File: src/sv/mpqk_pkg.sv
// Package for the keyed min-priority queue: sizes, operation codes, slot word type.
// No dependencies; every other file imports it.
package mpqk_pkg;

   localparam int CAPACITY = 64;
   localparam int KEY_BITS = 16;

   localparam int FUNC_W  = 2;
   localparam int IKEY_W  = 16;
   localparam int VAL_W   = 32;
   localparam int TOTAL_W = 7;
   localparam int CMP_W   = 32;

   localparam int IDX_W  = $clog2(CAPACITY);
   localparam int CTR_W  = $clog2(CAPACITY + 1);
   localparam int WORD_W = KEY_BITS + VAL_W;

   localparam logic [FUNC_W-1:0] FUNC_ADD = 2'd0;
   localparam logic [FUNC_W-1:0] FUNC_DEQ = 2'd1;
   localparam logic [FUNC_W-1:0] FUNC_UPD = 2'd2;

   typedef struct packed {
      logic              we;
      logic [IDX_W-1:0]  addr;
      logic [WORD_W-1:0] data;
   } slot_wr_type;

endpackage

File: src/sv/mpqk_slot_ram.sv
// Slot store of the queue: one key/value word per slot, one write, one registered read.
// Depends on mpqk_pkg.
module mpqk_slot_ram
   import mpqk_pkg::*;
(
   input  logic              clock,
   input  slot_wr_type       wr,
   input  logic [IDX_W-1:0]  rd_addr,
   output logic [WORD_W-1:0] rd_data
);

   logic [WORD_W-1:0] mem_ff [CAPACITY];
   logic [WORD_W-1:0] rd_data_ff;

   always_ff @(posedge clock) begin
      if (wr.we) begin
         mem_ff[wr.addr] <= wr.data;
      end
      rd_data_ff <= mem_ff[rd_addr];
   end

   assign rd_data = rd_data_ff;

endmodule

File: src/sv/mpqk_cmp_unit.sv
// Shared comparator: equality for key search, signed less-than for the minimum search.
// Depends on mpqk_pkg.
module mpqk_cmp_unit
   import mpqk_pkg::*;
(
   input  logic [CMP_W-1:0] op_a,
   input  logic [CMP_W-1:0] op_b,
   output logic             eq,
   output logic             lt
);

   assign eq = (op_a == op_b);
   assign lt = ($signed(op_a) < $signed(op_b));

endmodule

File: src/sv/min_priority_queue_keyed_unit.sv
// Top level of the keyed min-priority queue: sequencer, occupancy bits, result register.
// Depends on mpqk_pkg, mpqk_slot_ram, mpqk_cmp_unit.
//
//  channel | direction | handshake            | payload
//  --------+-----------+----------------------+-------------------------------------------
//  req     | in        | req_valid/req_ready  | req_func, req_item_key, req_item_value
//  rsp     | out       | rsp_valid/rsp_ready  | rsp_out_valid, rsp_out_key, rsp_out_value,
//          |           |                      | rsp_dropped, rsp_is_empty, rsp_entry_total
//
// Every beat passes a scan, a commit and the idle state from accept to the next accept: the
// slot memory has one read port, so the scan issues one slot read a cycle, then the last
// read returns, a settle step ends the scan, the commit (held while the result register is
// busy) follows, and the idle state takes the next beat.
// Reset (synchronous) clears the occupancy bits and the count; the slot memory is not
// cleared, only slots marked used are ever consulted.
// A new request beat may be accepted while the previous result still waits; the commit of
// that request stalls until the result register is free.
module min_priority_queue_keyed_unit
   import mpqk_pkg::*;
(
   input  logic                clock,
   input  logic                reset,

   input  logic                req_valid,
   output logic                req_ready,
   input  logic [FUNC_W-1:0]   req_func,
   input  logic [IKEY_W-1:0]   req_item_key,
   input  logic [VAL_W-1:0]    req_item_value,

   output logic                rsp_valid,
   input  logic                rsp_ready,
   output logic                rsp_out_valid,
   output logic [IKEY_W-1:0]   rsp_out_key,
   output logic [VAL_W-1:0]    rsp_out_value,
   output logic                rsp_dropped,
   output logic                rsp_is_empty,
   output logic [TOTAL_W-1:0]  rsp_entry_total
);

   localparam logic [1:0] ST_IDLE   = 2'd0;
   localparam logic [1:0] ST_SCAN   = 2'd1;
   localparam logic [1:0] ST_COMMIT = 2'd2;

   // control
   logic [1:0]          state_ff, state_in;
   logic [CTR_W-1:0]    cnt_ff, cnt_in;
   logic                rd_vld_ff, rd_vld_in;
   logic [CAPACITY-1:0] used_ff, used_in;
   logic [CTR_W-1:0]    count_ff, count_in;
   logic                rsp_valid_ff, rsp_valid_in;
   logic                hit_fnd_ff, hit_fnd_in;
   logic                free_fnd_ff, free_fnd_in;
   logic                best_fnd_ff, best_fnd_in;

   // payload
   logic [FUNC_W-1:0]   op_ff, op_in;
   logic [KEY_BITS-1:0] key_ff, key_in;
   logic [VAL_W-1:0]    val_ff, val_in;
   logic [IDX_W-1:0]    rd_idx_ff, rd_idx_in;
   logic                rd_used_ff, rd_used_in;
   logic [IDX_W-1:0]    hit_idx_ff, hit_idx_in;
   logic [IDX_W-1:0]    free_idx_ff, free_idx_in;
   logic [IDX_W-1:0]    best_idx_ff, best_idx_in;
   logic [KEY_BITS-1:0] best_key_ff, best_key_in;
   logic [VAL_W-1:0]    best_val_ff, best_val_in;
   logic                o_valid_ff, o_valid_in;
   logic [IKEY_W-1:0]   o_key_ff, o_key_in;
   logic [VAL_W-1:0]    o_val_ff, o_val_in;
   logic                o_drop_ff, o_drop_in;
   logic                o_empty_ff, o_empty_in;
   logic [TOTAL_W-1:0]  o_total_ff, o_total_in;

   // memory and compare unit
   slot_wr_type         wr;
   logic [IDX_W-1:0]    rd_addr;
   logic [WORD_W-1:0]   rd_data;
   logic [KEY_BITS-1:0] rd_key;
   logic [VAL_W-1:0]    rd_val;
   logic [CMP_W-1:0]    cmp_a, cmp_b;
   logic                cmp_eq, cmp_lt;

   logic                req_fire;
   logic                out_free;
   logic                issue;
   logic [CTR_W-1:0]    count_nx;

   mpqk_slot_ram u_ram (
      .clock   (clock),
      .wr      (wr),
      .rd_addr (rd_addr),
      .rd_data (rd_data)
   );

   assign rd_key = rd_data[WORD_W-1:VAL_W];
   assign rd_val = rd_data[VAL_W-1:0];

   // one comparator serves both searches: key match or signed minimum
   always_comb begin
      if (op_ff == FUNC_DEQ) begin
         cmp_a = rd_val;
         cmp_b = best_val_ff;
      end else begin
         cmp_a = CMP_W'(rd_key);
         cmp_b = CMP_W'(key_ff);
      end
   end

   mpqk_cmp_unit u_cmp (
      .op_a (cmp_a),
      .op_b (cmp_b),
      .eq   (cmp_eq),
      .lt   (cmp_lt)
   );

   assign req_ready = (state_ff == ST_IDLE);
   assign req_fire  = req_valid && req_ready;
   assign out_free  = !rsp_valid_ff || rsp_ready;
   assign issue     = (state_ff == ST_SCAN) && (cnt_ff < CTR_W'(CAPACITY));
   assign rd_addr   = cnt_ff[IDX_W-1:0];

   always_comb begin
      state_in     = state_ff;
      cnt_in       = cnt_ff;
      rd_vld_in    = issue;
      rd_idx_in    = cnt_ff[IDX_W-1:0];
      rd_used_in   = used_ff[cnt_ff[IDX_W-1:0]];
      used_in      = used_ff;
      count_in     = count_ff;
      count_nx     = count_ff;
      rsp_valid_in = rsp_valid_ff && !rsp_ready;
      hit_fnd_in   = hit_fnd_ff;
      free_fnd_in  = free_fnd_ff;
      best_fnd_in  = best_fnd_ff;
      op_in        = op_ff;
      key_in       = key_ff;
      val_in       = val_ff;
      hit_idx_in   = hit_idx_ff;
      free_idx_in  = free_idx_ff;
      best_idx_in  = best_idx_ff;
      best_key_in  = best_key_ff;
      best_val_in  = best_val_ff;
      o_valid_in   = o_valid_ff;
      o_key_in     = o_key_ff;
      o_val_in     = o_val_ff;
      o_drop_in    = o_drop_ff;
      o_empty_in   = o_empty_ff;
      o_total_in   = o_total_ff;
      wr.we        = 1'b0;
      wr.addr      = hit_idx_ff;
      wr.data      = {key_ff, val_ff};

      unique case (state_ff)
         ST_IDLE: begin
            if (req_fire) begin
               op_in       = req_func;
               key_in      = KEY_BITS'(req_item_key);
               val_in      = req_item_value;
               cnt_in      = '0;
               hit_fnd_in  = 1'b0;
               free_fnd_in = 1'b0;
               best_fnd_in = 1'b0;
               state_in    = ST_SCAN;
            end
         end
         ST_SCAN: begin
            if (issue) begin
               cnt_in = cnt_ff + CTR_W'(1);
            end
            // slot read last cycle is back: fold it into the searches
            if (rd_vld_ff) begin
               if (op_ff == FUNC_DEQ) begin
                  if (rd_used_ff && (!best_fnd_ff || cmp_lt)) begin
                     best_fnd_in = 1'b1;
                     best_idx_in = rd_idx_ff;
                     best_key_in = rd_key;
                     best_val_in = rd_val;
                  end
               end else begin
                  if (rd_used_ff && cmp_eq && !hit_fnd_ff) begin
                     hit_fnd_in = 1'b1;
                     hit_idx_in = rd_idx_ff;
                  end
                  if (!rd_used_ff && !free_fnd_ff) begin
                     free_fnd_in = 1'b1;
                     free_idx_in = rd_idx_ff;
                  end
               end
            end
            if (!issue && !rd_vld_ff) begin
               state_in = ST_COMMIT;
            end
         end
         ST_COMMIT: begin
            if (out_free) begin
               o_valid_in = 1'b0;
               o_key_in   = '0;
               o_val_in   = '0;
               o_drop_in  = 1'b0;
               case (op_ff)
                  FUNC_ADD: begin
                     if (hit_fnd_ff) begin
                        wr.we = 1'b1;
                     end else if (count_ff >= CTR_W'(CAPACITY) || !free_fnd_ff) begin
                        o_drop_in = 1'b1;
                     end else begin
                        wr.we                = 1'b1;
                        wr.addr              = free_idx_ff;
                        used_in[free_idx_ff] = 1'b1;
                        count_nx             = count_ff + CTR_W'(1);
                     end
                  end
                  FUNC_DEQ: begin
                     if (best_fnd_ff) begin
                        o_valid_in           = 1'b1;
                        o_key_in             = IKEY_W'(best_key_ff);
                        o_val_in             = best_val_ff;
                        used_in[best_idx_ff] = 1'b0;
                        count_nx             = count_ff - CTR_W'(1);
                     end
                  end
                  FUNC_UPD: begin
                     wr.we = hit_fnd_ff;
                  end
                  default: begin
                  end
               endcase
               count_in     = count_nx;
               o_empty_in   = (count_nx == '0);
               o_total_in   = TOTAL_W'(count_nx);
               rsp_valid_in = 1'b1;
               state_in     = ST_IDLE;
            end
         end
         default: begin
            state_in = ST_IDLE;
         end
      endcase
   end

   always_ff @(posedge clock) begin
      if (reset) begin
         state_ff     <= ST_IDLE;
         cnt_ff       <= '0;
         rd_vld_ff    <= 1'b0;
         used_ff      <= '0;
         count_ff     <= '0;
         rsp_valid_ff <= 1'b0;
         hit_fnd_ff   <= 1'b0;
         free_fnd_ff  <= 1'b0;
         best_fnd_ff  <= 1'b0;
      end else begin
         state_ff     <= state_in;
         cnt_ff       <= cnt_in;
         rd_vld_ff    <= rd_vld_in;
         used_ff      <= used_in;
         count_ff     <= count_in;
         rsp_valid_ff <= rsp_valid_in;
         hit_fnd_ff   <= hit_fnd_in;
         free_fnd_ff  <= free_fnd_in;
         best_fnd_ff  <= best_fnd_in;
      end
   end

   always_ff @(posedge clock) begin
      op_ff       <= op_in;
      key_ff      <= key_in;
      val_ff      <= val_in;
      rd_idx_ff   <= rd_idx_in;
      rd_used_ff  <= rd_used_in;
      hit_idx_ff  <= hit_idx_in;
      free_idx_ff <= free_idx_in;
      best_idx_ff <= best_idx_in;
      best_key_ff <= best_key_in;
      best_val_ff <= best_val_in;
      o_valid_ff  <= o_valid_in;
      o_key_ff    <= o_key_in;
      o_val_ff    <= o_val_in;
      o_drop_ff   <= o_drop_in;
      o_empty_ff  <= o_empty_in;
      o_total_ff  <= o_total_in;
   end

   assign rsp_valid       = rsp_valid_ff;
   assign rsp_out_valid   = o_valid_ff;
   assign rsp_out_key     = o_key_ff;
   assign rsp_out_value   = o_val_ff;
   assign rsp_dropped     = o_drop_ff;
   assign rsp_is_empty    = o_empty_ff;
   assign rsp_entry_total = o_total_ff;

endmodule

File: config.mk
export PLATFORM = sky130hd
export DESIGN_NAME = min_priority_queue_keyed_unit
export DESIGN_NICKNAME = d
export VERILOG_FILES = /design/src/sv/mpqk_pkg.sv /design/src/sv/mpqk_slot_ram.sv /design/src/sv/mpqk_cmp_unit.sv /design/src/sv/min_priority_queue_keyed_unit.sv
export SDC_FILE = /design/constraint.sdc
export NUM_CORES = 2
export LEC_CHECK = 0
export BUFFER_PORTS_ARGS = -buffer_cell sky130_fd_sc_hd__buf_2
export CORE_MARGIN = 10
export CORE_UTILIZATION = 57
export CTS_BUF_LIST = sky130_fd_sc_hd__clkbuf_16
export DETAILED_ROUTE_END_ITERATION = 16
export GPL_ROUTABILITY_DRIVEN = 0
export HOLD_SLACK_MARGIN = 0.08
export PLACE_DENSITY = 0.73
export SETUP_SLACK_MARGIN = 0.05
export SYNTH_ARGS = -nofsm -noshare
export SYNTH_HDL_FRONTEND = slang
export SYNTH_SLANG_ARGS = --single-unit
export TNS_END_PERCENT = 5
File: constraint.sdc
create_clock -name clock -period 7.7 [get_ports clock]
set_input_delay 1.54 -clock clock [delete_from_list [all_inputs] [get_ports clock]]
set_output_delay 1.54 -clock clock [all_outputs]
set_load 0.01 [all_outputs]
==> load_flow_metrics.sql <==
INSERT INTO impl_metrics (metric_group, metric, value, unit) VALUES
('yosys', 'synth_ff_type', 'sky130_fd_sc_hd__edfxtp_1', ''),
('clock_network', 'cts_tree', 'built', ''),
('sta', 'clock_skew', '0.08855', 'ns'),
('yosys', 'avgSynthCellArea', '23.10', 'µm²'),
('sta', 'postLayoutSetupSlackWorst', '2.939', 'ns'),
('layout', 'layout-drive-gt1-share', '0.2965', ''),
('worst_setup_path', 'worstPathRequired', '8.26', 'ns'),
('sta', 'rsz0062_at_grt', 'no', ''),
('job', 'timing.max_cap.violations', '0', ''),
('yosys', 'synth.lib_cells_used.distinct', '68', ''),
('layout', 'mostFrequentLayoutCells', 'sky130_fd_sc_hd__edfxtp_1 (3246), sky130_fd_sc_hd__mux4_2 (951), sky130_fd_sc_hd__clkbuf_16 (354)', ''),
('worst_setup_path', 'critical_path.startpoint_type', 'register', ''),
('worst_setup_path', 'critical_path.endpoint_type', 'register', ''),
('sta', 'period_minus_slack', '4.761', 'ns'),
('detailed_routing', 'wl_per_cell', '37.12', 'µm'),
('grt', 'grt_pass1_vias', '62080', ''),
('die', 'fp.coreArea', '224900', 'µm²'),
('layout', 'layout.cells.most_common', 'sky130_fd_sc_hd__edfxtp_1', ''),
('die', 'floorplan_die_height', '495.4', 'µm'),
('yosys', 'synth_enable_flop_cells', '3246', ''),
('worst_setup_path', 'cp_slowest_cell', 'sky130_fd_sc_hd__nor2b_4', ''),
('sta', 'report.final.setup_viol', '0', ''),
('detailed_routing', 'initialDrtViolationCount', '11780', ''),
('die', 'floorplan.die_area', '245500', 'µm²'),
('die', 'core.rowCount', '174', ''),
('power_and_ir_drop', 'maximum_resistive_drop_on_vdd', '0.2506', 'mV'),
('layout', 'fillerInstances', '14000', ''),
('yosys', 'synth.yosys.seq_area_share', '0.7782', ''),
('sta', 'timing.final.crit_share', '0.6183', ''),
('clock_network', 'cts_inserted_buffers', '346', ''),
('grt', 'grt-ovfl-total', '0', ''),
('status', 'run_status', 'complete, no violations', ''),
('detailed_routing', 'met2_wirelength', '158100', 'µm'),
('grt', 'grt_start_max_net_pins', '131', ''),
('layout', 'combined_flip_flop_and_latch_cell_area', '100300', 'µm²'),
('grt', 'grt_first_pass_wirelength', '485900', 'µm'),
('die', 'die_w', '495.4', 'µm'),
('layout', 'layoutNonFillerInstCount', '9217', ''),
('worst_setup_path', 'critPathBufInv', '2', ''),
('worst_setup_path', 'crit_chain', 'nor2b_4 -> buf_4 -> mux2i_1 -> ha_1 -> nor2b_1 -> o211ai_1 -> a21boi_0 -> o31ai_1 -> o22ai_1 -> a311oi_4 -> buf_4', ''),
('sta', 'drv_slew', '0', ''),
('yosys', 'synthSimpleGateAreaFrac', '0.02036', ''),
('worst_setup_path', 'critPathMaxFanout', '71', ''),
('yosys', 'ys_seq_elements', '3386', ''),
('layout', 'area_growth_syn_to_fin', '12.77', '%'),
('min_path', 'hold-path-cell-count', '0', ''),
('grt', 'grt_antenna_before_repair', '33', ''),
('worst_setup_path', 'critical_path_cell_count', '11', ''),
('yosys', 'synth_cells', '5578', ''),
('detailed_routing', 'drc', '0', ''),
('clock_network', 'cts_setup_buffers', '0', ''),
('clock_network', 'cts.htree.levels', '5', ''),
('worst_setup_path', 'critPathMostFrequentCell', 'sky130_fd_sc_hd__buf_4', ''),
('placed_design', 'dp_hpwl', '205600', 'µm'),
('sta', 'timing_hold_violations_final', '0', ''),
('clock_network', 'clkLatencyLatePin', '0.99', 'ns'),
('yosys', 'main_combinational_cell_family_by_area_after_synthesis', 'multiplexers', ''),
('detailed_routing', 'top_signal_layer_used', 'met5', ''),
('min_path', 'hold_path_class', 'register to register', ''),
('sta', 'worst_slew_pin_slew', '1.243', 'ns'),
('detailed_routing', 'met1Wirelength', '123700', 'µm'),
('sta', 'timing.hold.ws', '0.4367', 'ns'),
('yosys', 'synth_fa_ha_area_frac', '0.003399', ''),
('placed_design', 'io_buffers', '113', ''),
('clock_network', 'cts-hold-fix-buffers', '0', ''),
('yosys', 'synth-warning-count', '0', ''),
('placed_design', 'preCtsSetupSlack', '2.443', 'ns'),
('yosys', 'synth-xor-area-share', '0.0006797', ''),
('yosys', 'synth-compound-area-share', '0.01695', ''),
('yosys', 'synth-async-reset-ratio', '0', ''),
('sta', 'timing.max_slew.rel_slack', '0.1697', '');
## synthesized netlist by cell type (5+ instances only)
cell	count	share of area
sky130_fd_sc_hd__nor2b_1	32	0.0016
sky130_fd_sc_hd__or3_1	8	0.00039
sky130_fd_sc_hd__ha_1	35	0.0034
sky130_fd_sc_hd__clkbuf_1	172	0.0050
sky130_fd_sc_hd__o221a_1	6	0.00052
sky130_fd_sc_hd__a211oi_1	17	0.00099
sky130_fd_sc_hd__o22ai_1	7	0.00034
sky130_fd_sc_hd__nor2_1	124	0.0036
sky130_fd_sc_hd__nand3_1	14	0.00054
sky130_fd_sc_hd__nand4_1	13	0.00063
sky130_fd_sc_hd__mux2i_1	57	0.0044
sky130_fd_sc_hd__nor3_1	16	0.00062
sky130_fd_sc_hd__and2_1	23	0.0011
sky130_fd_sc_hd__dfxtp_1	140	0.022
sky130_fd_sc_hd__a2111oi_0	7	0.00048
sky130_fd_sc_hd__buf_2	49	0.0019
sky130_fd_sc_hd__mux4_2	951	0.17
sky130_fd_sc_hd__o211ai_1	9	0.00052
sky130_fd_sc_hd__inv_1	11	0.00032
sky130_fd_sc_hd__and3_1	51	0.0025
sky130_fd_sc_hd__a221oi_1	14	0.00095
sky130_fd_sc_hd__nor4_1	5	0.00024
sky130_fd_sc_hd__a21oi_1	45	0.0017
sky130_fd_sc_hd__nand2_1	214	0.0062
sky130_fd_sc_hd__a221o_1	5	0.00039
sky130_fd_sc_hd__o31ai_1	6	0.00035
sky130_fd_sc_hd__a22oi_1	69	0.0040
sky130_fd_sc_hd__o21ai_0	22	0.00085
sky130_fd_sc_hd__nand2b_1	18	0.00087
sky130_fd_sc_hd__edfxtp_1	3246	0.76
sky130_fd_sc_hd__nand3b_1	5	0.00029
sky130_fd_sc_hd__xor2_1	6	0.00041
sky130_fd_sc_hd__buf_1	68	0.0020
sky130_fd_sc_hd__a32o_1	48	0.0037
## registers in the layout (all words and copies together), names as in the netlist, 2 cells and up
name             flops
cnt_ff               7
u_ram.mem_ff      3072
state_ff             2
u_ram.rd_data       48
rsp_entry_total      7
best_key_ff         16
count_ff             7
key_ff              16
free_idx_ff          6
val_ff              32
rd_idx_ff            6
op_ff                2
hit_idx_ff           6
best_idx_ff          6
used_ff             64
rsp_out_value       32
rsp_out_key         16
best_val_ff         32
## power breakdown
part | total (mW) | internal (mW) | switching [mW]
sequential | 20.3 | 20.2 | 0.0475
clock | 16.3 | 9.47 | 6.80
combinational | 1.27 | 0.435 | 0.832
total | 37.8 | 30.1 | 7.68
## stage by stage
| stage | area, µm² | power (mW) | utilization |
|---|---|---|---|
| finish | 145300 | 37.80 | 0.6461 |
| global route | 145300 | 38.72 | 0.6461 |
| CTS | 145300 | 37.95 | 0.6460 |
| detailed placement | 134400 | 21.92 | 0.5975 |
| global placement | 134400 | 21.89 | 0.5975 |
| floorplan | 128900 | 21.38 | - |
## area by class of cell
class | instances | area share
well taps | 2992 | 0.02576
multi-input cells | 1887 | 0.1919
inverters | 11 | 0.0002842
flip-flops and latches | 3386 | 0.6902
clock buffers | 354 | 0.06097
diodes | 6 | 0.0001033
clock inverters | 248 | 0.01409
repair buffers | 333 | 0.01672
## kinds of logic (layout without fill, tap and decap cells)
| group | Yosys count | count (layout) |
|---|---|---|
| xor gates and xnor gates | 10 | 10 |
| other | 0 | 6 |
| adders and majority gates | 35 | 35 |
| buffers and inverters | 305 | 946 |
| DFF | 3386 | 3386 |
| muxes | 1010 | 1010 |
| AOI/OAI and AO/OA | 284 | 284 |
| and+or+nand+nor | 548 | 548 |
## routing by layer
metal,track usage,up-vias
met3,0.08394,672
li1,-,24590
met4,0.08228,18
met5,0,-
met1,0.4046,33780
met2,0.4174,5163
## worst paths after layout
path / start / endpoint / slack [ns]
worst min-delay path: u_ram.rd_data[29]$_DFF_P_ / best_val_ff[29]$_DFFE_PP_ / 0.44
worst max-delay path: op_ff[0]$_DFFE_PP_ / best_val_ff[20]$_DFFE_PP_ / 2.94
worst max register to register: op_ff[0]$_DFFE_PP_ / best_val_ff[20]$_DFFE_PP_ / 2.94
worst min register to register: u_ram.rd_data[29]$_DFF_P_ / best_val_ff[29]$_DFFE_PP_ / 0.44
(Power assumes the default switching activity.)
